File: src/rtl/core/http_request_header_detector_assert.svh
// Assertion macros for the HTTP request header detector.
// Included by files that check their own logic; no other dependencies.
`ifndef HTTP_REQUEST_HEADER_DETECTOR_ASSERT_SVH
`define HTTP_REQUEST_HEADER_DETECTOR_ASSERT_SVH

`ifndef NO_ASSERTIONS
`define HRHD_ASSERT_IMPL(lbl, ante, cons) \
	lbl: assert property (@(posedge clk) disable iff (!arst_n) (ante) |-> (cons)) \
		else $error("HRHD implication check failed");
`define HRHD_ASSERT_NEXT(lbl, ante, cons) \
	lbl: assert property (@(posedge clk) disable iff (!arst_n) (ante) |=> (cons)) \
		else $error("HRHD next-cycle check failed");
`else
`define HRHD_ASSERT_IMPL(lbl, ante, cons)
`define HRHD_ASSERT_NEXT(lbl, ante, cons)
`endif

`endif

File: src/rtl/core/hrhd_pkg.sv
// Shared types, codes and the method classifier for the header detector.
// No dependencies.
package hrhd_pkg;

	localparam int unsigned CountWidth = 16;
	localparam int unsigned MaxSizeWidth = 16;
	localparam logic [MaxSizeWidth-1:0] MaxSizeReset = 16'd8192;
	localparam logic [CountWidth-1:0] CountMax = '1;

	localparam logic [7:0] ChCr = 8'h0D;
	localparam logic [7:0] ChLf = 8'h0A;

	localparam logic [31:0] WordGet = 32'h4745_5420;
	localparam logic [31:0] WordHead = 32'h4845_4144;
	localparam logic [31:0] WordPost = 32'h504F_5354;
	localparam logic [31:0] WordPut = 32'h5055_5420;

	typedef enum logic [2:0] {
		M_UNSET = 3'd0,
		M_GET = 3'd1,
		M_HEAD = 3'd2,
		M_PUT = 3'd3,
		M_POST = 3'd4,
		M_INVALID = 3'd5
	} method_t;

	typedef enum logic [1:0] {
		ST_CONTINUE = 2'd0,
		ST_COMPLETE = 2'd1,
		ST_INVALID = 2'd2,
		ST_OVERSIZE = 2'd3
	} status_t;

	typedef enum logic [1:0] {
		TS_IDLE = 2'd0,
		TS_CR = 2'd1,
		TS_CRLF = 2'd2,
		TS_LF = 2'd3
	} term_state_t;

	typedef struct packed {
		logic step;
		logic clear;
	} step_ctl_t;

	function automatic method_t classify(input logic [31:0] word);
		method_t m;
		if (word == WordGet) m = M_GET;
		else if (word == WordHead) m = M_HEAD;
		else if (word == WordPost) m = M_POST;
		else if (word == WordPut) m = M_PUT;
		else m = M_INVALID;
		return m;
	endfunction

endpackage

File: src/rtl/core/http_request_header_detector.sv
// HTTP request header detector: one byte in, one status out per transfer.
// Bytes pass an input register, then a result register; the state updates as a byte
// moves between them. One byte per cycle unless out_ready stalls the result register.
// Reset clears the pipeline, byte counter, method and search state; max_size returns to 8192.
// Depends on hrhd_pkg, hrhd_method, hrhd_term and http_request_header_detector_assert.svh.
module http_request_header_detector import hrhd_pkg::*; (
	input logic clk,
	input logic arst_n,
	input logic in_valid,
	output logic in_ready,
	input logic [7:0] data_byte,
	input logic new_connection,
	output logic out_valid,
	input logic out_ready,
	output logic [1:0] status,
	output logic [2:0] method,
	output logic [15:0] byte_total,
	input logic psel,
	input logic penable,
	input logic pwrite,
	input logic [2:0] paddr,
	input logic [31:0] pwdata,
	output logic [31:0] prdata,
	output logic pready
);

	`include "http_request_header_detector_assert.svh"

	logic [MaxSizeWidth-1:0] max_size_q;
	logic valid_s1;
	logic [7:0] data_s1;
	logic newc_s1;
	logic valid_s2;
	status_t status_s2;
	method_t method_s2;
	logic [CountWidth-1:0] count_s2;
	logic [CountWidth-1:0] count_q;
	logic [CountWidth-1:0] count_cur;
	logic [CountWidth-1:0] count_next;
	logic s2_ready;
	step_ctl_t ctl;
	method_t method_next;
	logic invalid_now;
	logic search_en;
	logic complete;
	status_t status_next;

	// Configuration port
	assign pready = 1'b1;
	assign prdata = (paddr[2] == 1'b0) ? {{(32-MaxSizeWidth){1'b0}}, max_size_q} : '0;

	always_ff @(posedge clk or negedge arst_n) begin
		if (!arst_n) begin
			max_size_q <= MaxSizeReset;
		end else if (psel && penable && pwrite && pready && (paddr[2] == 1'b0)) begin
			max_size_q <= pwdata[MaxSizeWidth-1:0];
		end
	end

	// Handshake
	assign s2_ready = !valid_s2 || out_ready;
	assign in_ready = !valid_s1 || s2_ready;
	assign ctl.step = valid_s1 && s2_ready;
	assign ctl.clear = newc_s1;

	always_ff @(posedge clk or negedge arst_n) begin
		if (!arst_n) begin
			valid_s1 <= 1'b0;
		end else if (in_ready) begin
			valid_s1 <= in_valid;
		end
	end

	always_ff @(posedge clk) begin
		if (in_ready) begin
			data_s1 <= data_byte;
			newc_s1 <= new_connection;
		end
	end

	// Byte counter
	assign count_cur = newc_s1 ? '0 : count_q;
	assign count_next = (count_cur == CountMax) ? count_cur : count_cur + CountWidth'(1);

	always_ff @(posedge clk or negedge arst_n) begin
		if (!arst_n) begin
			count_q <= '0;
		end else if (ctl.step) begin
			count_q <= count_next;
		end
	end

	hrhd_method u_method (
		.clk(clk),
		.arst_n(arst_n),
		.ctl(ctl),
		.ch(data_s1),
		.count_cur(count_cur),
		.method_next(method_next),
		.invalid_now(invalid_now)
	);

	always_comb begin
		search_en = 1'b0;
		if (method_next inside {[M_GET:M_POST]}) search_en = 1'b1;
	end

	hrhd_term u_term (
		.clk(clk),
		.arst_n(arst_n),
		.ctl(ctl),
		.search_en(search_en),
		.ch(data_s1),
		.complete(complete)
	);

	always_comb begin
		if (complete) status_next = ST_COMPLETE;
		else if (invalid_now) status_next = ST_INVALID;
		else if (count_next > max_size_q) status_next = ST_OVERSIZE;
		else status_next = ST_CONTINUE;
	end

	// Result register
	always_ff @(posedge clk or negedge arst_n) begin
		if (!arst_n) begin
			valid_s2 <= 1'b0;
		end else if (s2_ready) begin
			valid_s2 <= valid_s1;
		end
	end

	always_ff @(posedge clk) begin
		if (ctl.step) begin
			status_s2 <= status_next;
			method_s2 <= method_next;
			count_s2 <= count_next;
		end
	end

	assign out_valid = valid_s2;
	assign status = status_s2;
	assign method = method_s2;
	assign byte_total = count_s2;

	`HRHD_ASSERT_IMPL(a_complete_needs_method, valid_s2 && (status_s2 == ST_COMPLETE), (method_s2 == M_GET) || (method_s2 == M_HEAD) || (method_s2 == M_PUT) || (method_s2 == M_POST))
	`HRHD_ASSERT_IMPL(a_invalid_at_fourth, valid_s2 && (status_s2 == ST_INVALID), (method_s2 == M_INVALID) && (count_s2 == CountWidth'(4)))
	`HRHD_ASSERT_IMPL(a_oversize_count, valid_s2 && (status_s2 == ST_OVERSIZE), count_s2 > max_size_q)
	`HRHD_ASSERT_NEXT(a_step_fills_result, ctl.step, valid_s2)

endmodule

File: src/rtl/core/hrhd_method.sv
// Collects the first three bytes and classifies the request method at the fourth.
// Depends on hrhd_pkg.
module hrhd_method import hrhd_pkg::*; (
	input logic clk,
	input logic arst_n,
	input step_ctl_t ctl,
	input logic [7:0] ch,
	input logic [CountWidth-1:0] count_cur,
	output method_t method_next,
	output logic invalid_now
);

	method_t method_q;
	method_t method_cur;
	logic [7:0] first_q [3];
	logic collect;
	logic classify_now;

	assign method_cur = ctl.clear ? M_UNSET : method_q;
	assign collect = (method_cur == M_UNSET) && (count_cur < CountWidth'(3));
	assign classify_now = (method_cur == M_UNSET) && (count_cur == CountWidth'(3));

	always_comb begin
		method_next = method_cur;
		if (classify_now) begin
			method_next = classify({first_q[0], first_q[1], first_q[2], ch});
		end
	end

	assign invalid_now = classify_now && (method_next == M_INVALID);

	always_ff @(posedge clk or negedge arst_n) begin
		if (!arst_n) begin
			method_q <= M_UNSET;
		end else if (ctl.step) begin
			method_q <= method_next;
		end
	end

	always_ff @(posedge clk) begin
		if (ctl.step && collect) begin
			first_q[count_cur[1:0]] <= ch;
		end
	end

endmodule

File: src/rtl/core/hrhd_term.sv
// Blank-line search state machine (CR LF CR LF, CR LF LF or LF LF) over the byte stream.
// Depends on hrhd_pkg.
module hrhd_term import hrhd_pkg::*; (
	input logic clk,
	input logic arst_n,
	input step_ctl_t ctl,
	input logic search_en,
	input logic [7:0] ch,
	output logic complete
);

	term_state_t state_q;
	term_state_t state_cur;
	term_state_t state_next;

	assign state_cur = ctl.clear ? TS_IDLE : state_q;

	always_comb begin
		state_next = state_cur;
		if (search_en) begin
			case (state_cur)
				TS_IDLE: begin
					if (ch == ChCr) state_next = TS_CR;
					else if (ch == ChLf) state_next = TS_LF;
				end
				TS_CR: begin
					state_next = (ch == ChLf) ? TS_CRLF : TS_IDLE;
				end
				TS_CRLF: begin
					if (ch != ChLf) state_next = (ch == ChCr) ? TS_LF : TS_IDLE;
				end
				TS_LF: begin
					if (ch != ChLf) state_next = (ch == ChCr) ? TS_CR : TS_IDLE;
				end
				default: begin
					state_next = TS_IDLE;
				end
			endcase
		end
	end

	always_comb begin
		complete = 1'b0;
		case (state_cur)
			TS_CRLF, TS_LF: begin
				complete = search_en && (ch == ChLf);
			end
			default: begin
				complete = 1'b0;
			end
		endcase
	end

	always_ff @(posedge clk or negedge arst_n) begin
		if (!arst_n) begin
			state_q <= TS_IDLE;
		end else if (ctl.step) begin
			state_q <= state_next;
		end
	end

endmodule

File: config.mk
export PLATFORM = sky130hd
export DESIGN_NAME = http_request_header_detector
export DESIGN_NICKNAME = d
export VERILOG_FILES = /design/src/rtl/core/hrhd_pkg.sv /design/src/rtl/core/http_request_header_detector.sv /design/src/rtl/core/hrhd_method.sv /design/src/rtl/core/hrhd_term.sv
export VERILOG_INCLUDE_DIRS = /design/src /design/src/rtl/core
export SDC_FILE = /design/constraint.sdc
export NUM_CORES = 1
export LEC_CHECK = 0
export BUFFER_PORTS_ARGS = -buffer_cell sky130_fd_sc_hd__buf_2
export CORE_ASPECT_RATIO = 0.8
export CORE_UTILIZATION = 30
export DETAILED_ROUTE_END_ITERATION = 6
export GPL_ROUTABILITY_DRIVEN = 0
export SLEW_MARGIN = 20
export SYNTH_ARGS = -nofsm -noshare
export SYNTH_HDL_FRONTEND = slang
export SYNTH_SLANG_ARGS = --single-unit
File: constraint.sdc
create_clock -name clk -period 7 [get_ports clk]
set_input_delay 1.4 -clock clk [delete_from_list [all_inputs] [get_ports clk]]
set_output_delay 1.4 -clock clk [all_outputs]
set_load 0.005 [all_outputs]
# After elaboration in Yosys (flattened, before gate mapping)

Memories as Yosys holds them, arrays and structs flattened.
Cells that the tools add are included.

Logic and storage cells: 73
Memory bits (writable): 24
Memories kept: 1
Input bits: 51
Register bits: 69

Memory list:

| name             | words | width | read ports | clocked after Yosys merged registers in | wr ports | line              | text |
|---|---|---|---|---|---|---|---|
| u_method.first_q | 3     | 8     | 3          | 0                                       | 1        | hrhd_method.sv:15 | `logic [7:0] first_q [3];` |

Mux-type cells: 25
Eq/ne operators: 13
Add/subtract/negate cells: 1
Reductions and logical operators: 17
Bitwise logic cells: 1
Order comparisons: 4

Operators with widths:

| kind                                                              | number |
|---|---|
| equality test 32 x 31 -> 1 bit, second input constant             | 4 |
| 2-to-1 mux 16 bit                                                 | 3 |
| 2-to-1 mux 2 bit                                                  | 10 |
| 2-to-1 mux 3 bit                                                  | 6 |
| adder 16 x 1 -> 16 bit, second input constant                     | 1 |
| equality test 16 bit, second input constant                       | 1 |
| equality test 16 x 2 -> 1 bit, second input constant              | 1 |
| equality test 8 x 4 -> 1 bit, second input constant               | 2 |
| > comparator 16 bit                                               | 1 |
| less-than comparator 16 x 2 -> 1 bit, second input constant       | 1 |
| logical AND 1 bit                                                 | 10 |
| != test 8 x 4 -> 1 bit, second input constant                     | 1 |
| case mux 2 bit (4 select lines)                                   | 1 |
| 2-to-1 mux 1 bit                                                  | 5 |
| equality test 2 bit, second input constant                        | 2 |
| equality test 3 bit, second input constant                        | 1 |
| greater-or-equal comparator 3 x 1 -> 1 bit, second input constant | 1 |
| less-or-equal comparator 3 bit, second input constant             | 1 |
| zero test 3 bit                                                   | 1 |
| equality test 2 x 1 -> 1 bit, second input constant               | 1 |
| zero test 1 bit                                                   | 2 |
| zero test 2 bit                                                   | 1 |
| logical OR 1 bit                                                  | 2 |
| OR reduction 2 bit                                                | 1 |
| inverter 1 bit                                                    | 1 |

# Logic depth before layout (Yosys ltp)

An unclocked memory read counts as a cell.

Word-level depth: 12
Gate-level depth with buffers: 15
Gate-level depth less buffers: 14

# Cells and area by module

From an unflattened synthesis, not the netlist that was laid out.

Cells, all modules: 440
Area total of the unflattened synthesis: 4938.5 um^2

By module, submodules not included:

| module                       | times used | area each (um^2) | cells each | sequential area each (um^2) |
|---|---|---|---|---|
| http_request_header_detector | 1          | 3515.9           | 315        | 1752.9 |
| hrhd_method                  | 1          | 1239.9           | 101        | 795.8 |
| hrhd_term                    | 1          | 182.7            | 24         | 50.0 |

# Least setup slack after synthesis

OpenSTA, ideal clock, no wires.

Kind: in2out
Start: input port paddr[2]
End: output port prdata[10]
Setup slack: 3.626 ns
Arrival: 1.974 ns
Stages on the path: 3
Required time: 5.600 ns
Cells stage by stage: clkbuf_1 clkbuf_1 nor2_1

Longest elaborated chain between the ends: 1

Ends and longest elaborated chain:

| what               | line                               | text |
|---|---|---|
| start: declaration | http_request_header_detector.sv:21 | `input logic [2:0] paddr,` |
| 2-to-1 mux 16 bit  | http_request_header_detector.sv:50 | `assign prdata = (paddr[2] == 1'b0) ? {{(32-MaxSizeWidth){1'b0}}, max_size_q} : '0;` |
| end: declaration   | http_request_header_detector.sv:23 | `output logic [31:0] prdata,` |

No other way between the ends.

# Final worst setup path

Start: register newc_s1
End: register status_s2[1] (netlist: status[1]), data pin

Elaborated cells between the ends (all ways): 24

RTL lines:

| what                                                           | line                                | text |
|---|---|---|
| start: declaration                                             | http_request_header_detector.sv:32  | `logic newc_s1;` |
| start signal: assignment                                       | http_request_header_detector.sv:77  | `newc_s1 <= new_connection;` |
| 2-to-1 mux 16 bit (*)                                          | http_request_header_detector.sv:82  | `assign count_cur = newc_s1 ? '0 : count_q;` |
| adder 16 x 1 -> 16 bit or equality test 16 bit (tied branches) | http_request_header_detector.sv:83  | `assign count_next = (count_cur == CountMax) ? count_cur : count_cur + CountWidth'(1);` |
| 2-to-1 mux 16 bit (*)                                          | http_request_header_detector.sv:83  |  |
| via count_next[2]                                              | http_request_header_detector.sv:39  | `logic [CountWidth-1:0] count_next;` |
| > comparator 16 bit (*)                                        | http_request_header_detector.sv:120 | `else if (count_next > max_size_q) status_next = ST_OVERSIZE;` |
| 2-to-1 mux 2 bit (*)                                           | http_request_header_detector.sv:120 |  |
| 2-to-1 mux 2 bit (*)                                           | http_request_header_detector.sv:119 | `else if (invalid_now) status_next = ST_INVALID;` |
| end signal: assignment                                         | http_request_header_detector.sv:135 | `status_s2 <= status_next;` |
| end: declaration                                               | http_request_header_detector.sv:34  | `status_t status_s2;` |

Mark *: on every way through the listed nets, which the timed path passes. The rest lies on a longest branch.
A chain may end at the register's enable or synchronous reset.

==> out/summary.txt <==
Post-Route WL -> 9950 µm
port bufs -> 71
total setup buffers inserted after CTS -> 0
hold path cells -> 1
Post-synth EDFFs -> 54
Hold Crit Class -> register to register
Worst Tran Pin Value -> 0.995 ns
hold buffer count at CTS -> 0
ANT cells -> 0
FMAX -> 0.265 GHz
Critical Path Max Stage Delay -> 0.44 ns
CTS tree -> yes
status -> complete, no violations
Placeable Area -> 0.0151 mm²
clk buf depth -> 2
commonest non-fill, non-tap cell in the layout -> buf_2
count of cell types in the netlist -> 53
mean post-synth cell area -> 11.1 µm²
setup TNS -> 0 ns
CP Data Required Time -> 7.06 ns
CTS Buf Count -> 9
Startpoint Class -> register
Final Critical Period -> 3.78 ns
I/O pin count -> 107
Mapped Cells -> 421
DRC violations left -> 0
number of routed nets with antenna violations -> 0
WL per Instance -> 14.1 µm
Final Max Tran Viols -> 0
Post-Syn Area -> 0.00466 mm²
number of antenna violations at the first check in global routing -> 0
critical path type -> register to register
final hold viol count -> 0
critical path arrival -> 3.84 ns
critical path peak fanout -> 33
First-pass DRT Iterations -> 4
Final #Nets -> 561
CP max stage cell -> o31ai_1
Post-synth ARST share -> 41.9%
CP Cell Sequence -> buf_4, nor2b_1, and4_1, nand4_1, nand3_1, xor2_1, nor2_1, ha_1, o21a_1, o21a_1, o21ai_0, a21oi_1, o31ai_1, a21oi_1
RSZ-0062 raised after global routing -> no
Cell Rows -> 40
Chip Height -> 114 µm
delay-heaviest family, CP -> compound AO/OA/AOI/OAI gates
worst path buffer plus inverter count -> 1
Seq/Total Area, Yosys -> 55.7%
final worst-path cycle share -> 53.9%
Synth Register Bits -> 93
most frequent cells in the layout -> 71 x buf_2, 54 x edfxtp_1, 45 x nor2_1
H-tree levels -> 3
GRT overflow -> 0
worst skew pair latency -> 0.35 ns
Crit. End Element -> register
total track usage -> 13.0%
Synth-to-Final Area Change -> 17.8%
fraction of layout cells with a size suffix above 1 -> 23.9%
dpl hpwl -> 7370 µm
Clock Sink Count -> 93
first-pass GRT wire length -> 16200 µm
synth warn -> 0
Crit path depth -> 14
vias in the first global route -> 3160
Die ar. -> 0.0160 mm²
DRT iter0 DRCs -> 248
number of gates resized after CTS -> 0
maximum VDD drop -> 115 µV
Final setup viols -> 0
Root Buffer -> clkbuf_16
largest net degree at the start of global routing -> 40
vias per cell -> 4.71
clk slew on worst S/H paths -> 0.07 ns
leak pwr -> 2.28 nW
DR vias -> 3332
Starting Density -> 30.9%
Most used DFF post-synth -> edfxtp_1
Overall Power -> 1.48 mW
Pwr Density -> 269 mW/mm²
Slew HR -> 33.5%
Die Wd -> 141 µm
max cap viols -> 0
skew final -> 0.00686 ns
Reg2Reg Depth -> 14
## cell type report
class	count	area (µm²)
sequential	93	2600
clock buffer	9	225
multi-input combinational	290	1860
timing repair buffer	74	378
clock inverter	7	81.3
fill	1544	9620
tap	210	263
inverter	24	90.1
## metrics by stage
| stage | hold slack [ns] | worst slack, ns | cells | area, µm² | util, % |
|---|---|---|---|---|---|
| floorplan | 0.453 | 3.63 | 436 | 4720 | - |
| global placement | 0.470 | 3.36 | 691 | 5190 | 34.3 |
| detailed placement | 0.494 | 3.30 | 691 | 5190 | 34.3 |
| CTS | 0.498 | 3.26 | 707 | 5490 | 36.3 |
| global route | 0.512 | 2.89 | 707 | 5490 | 36.3 |
| finish | 0.493 | 3.22 | 707 | 5490 | 36.3 |
## sequential cells by signal, summed over array words and instances (netlist names)
name	cells
u_method.first_q	24
byte_total	16
count_q	16
max_size_q	16
data_s1	8
method	3
u_method.method_q	3
status	2
u_term.state_q	2
newc_s1	1
out_valid	1
valid_s1	1
## Yosys cell counts (all sizes together) (2+ instances only)
cell | n | area (µm²)
conb | 2 | 7.51
o21ai | 11 | 55.1
a2bb2oi | 2 | 23.8
nand4 | 12 | 75.1
or2 | 2 | 12.5
mux2 | 17 | 191
mux2i | 3 | 30.0
o21a | 6 | 45.0
nor3b | 2 | 15.0
o31ai | 6 | 45.0
dfrtp | 38 | 951
or3 | 3 | 18.8
nor4 | 6 | 37.5
nor3 | 11 | 60.1
nand2b | 6 | 37.5
and3 | 3 | 18.8
xor2 | 5 | 43.8
and2 | 3 | 18.8
nand2 | 42 | 158
or4 | 3 | 31.3
nor2 | 45 | 169
edfxtp | 54 | 1620
a31oi | 4 | 25.0
inv | 24 | 90.1
nand3 | 6 | 30.0
buf | 17 | 128
clkbuf | 12 | 45.0
and4 | 2 | 17.5
a2111oi | 2 | 17.5
o21bai | 2 | 15.0
nor4b | 2 | 30.0
ha | 18 | 225
a21oi | 15 | 78.8
nor2b | 9 | 56.3
nand4b | 6 | 52.6
xnor2 | 4 | 35.0
nand3b | 4 | 30.0
## per-layer routing
layer / share of wire [%] / up-vias / GRT usage, %
met5: 0 / - / 0
met1: 50 / 1610 / 18.1
met4: 1.3 / 0 / 4.80
met3: 4.3 / 9 / 2.90
met2: 45 / 83 / 19.9
li1: - / 1630 / -
## worst paths after layout
check | startpoint | end | slack, ns
hold reg to reg | valid_s1 | out_valid | 0.49
min in group asynchronous | arst_n | max_size_q[8] | 1.20
setup reg to reg | newc_s1 | status[1] | 3.22
hold / removal | valid_s1 | out_valid | 0.49
max in group asynchronous | arst_n | count_q[1] | 5.21
setup / recovery | newc_s1 | status[1] | 3.22
## where the power goes
| part | internal (mW) | switching (mW) | leakage (nW) | total, mW |
|---|---|---|---|---|
| combinational | 0.117 | 0.156 | 1.12 | 0.273 |
| sequential | 0.656 | 0.0470 | 1.02 | 0.703 |
| clock | 0.283 | 0.218 | 0.148 | 0.501 |
| total | 1.06 | 0.421 | 2.28 | 1.48 |
## kinds of logic after synthesis
logic type | Yosys count | synth area share (%)
buffers and inverters | 53 | 5.63
DFF | 93 | 55.7
xor gates and xnor gates | 9 | 1.69
AOI/OAI and AO/OA | 58 | 8.40
adders and majority gates | 18 | 4.83
other | 2 | 0.161
and+or+nand+nor | 168 | 18.8
muxes | 20 | 4.75
(Power assumes the default switching activity.)
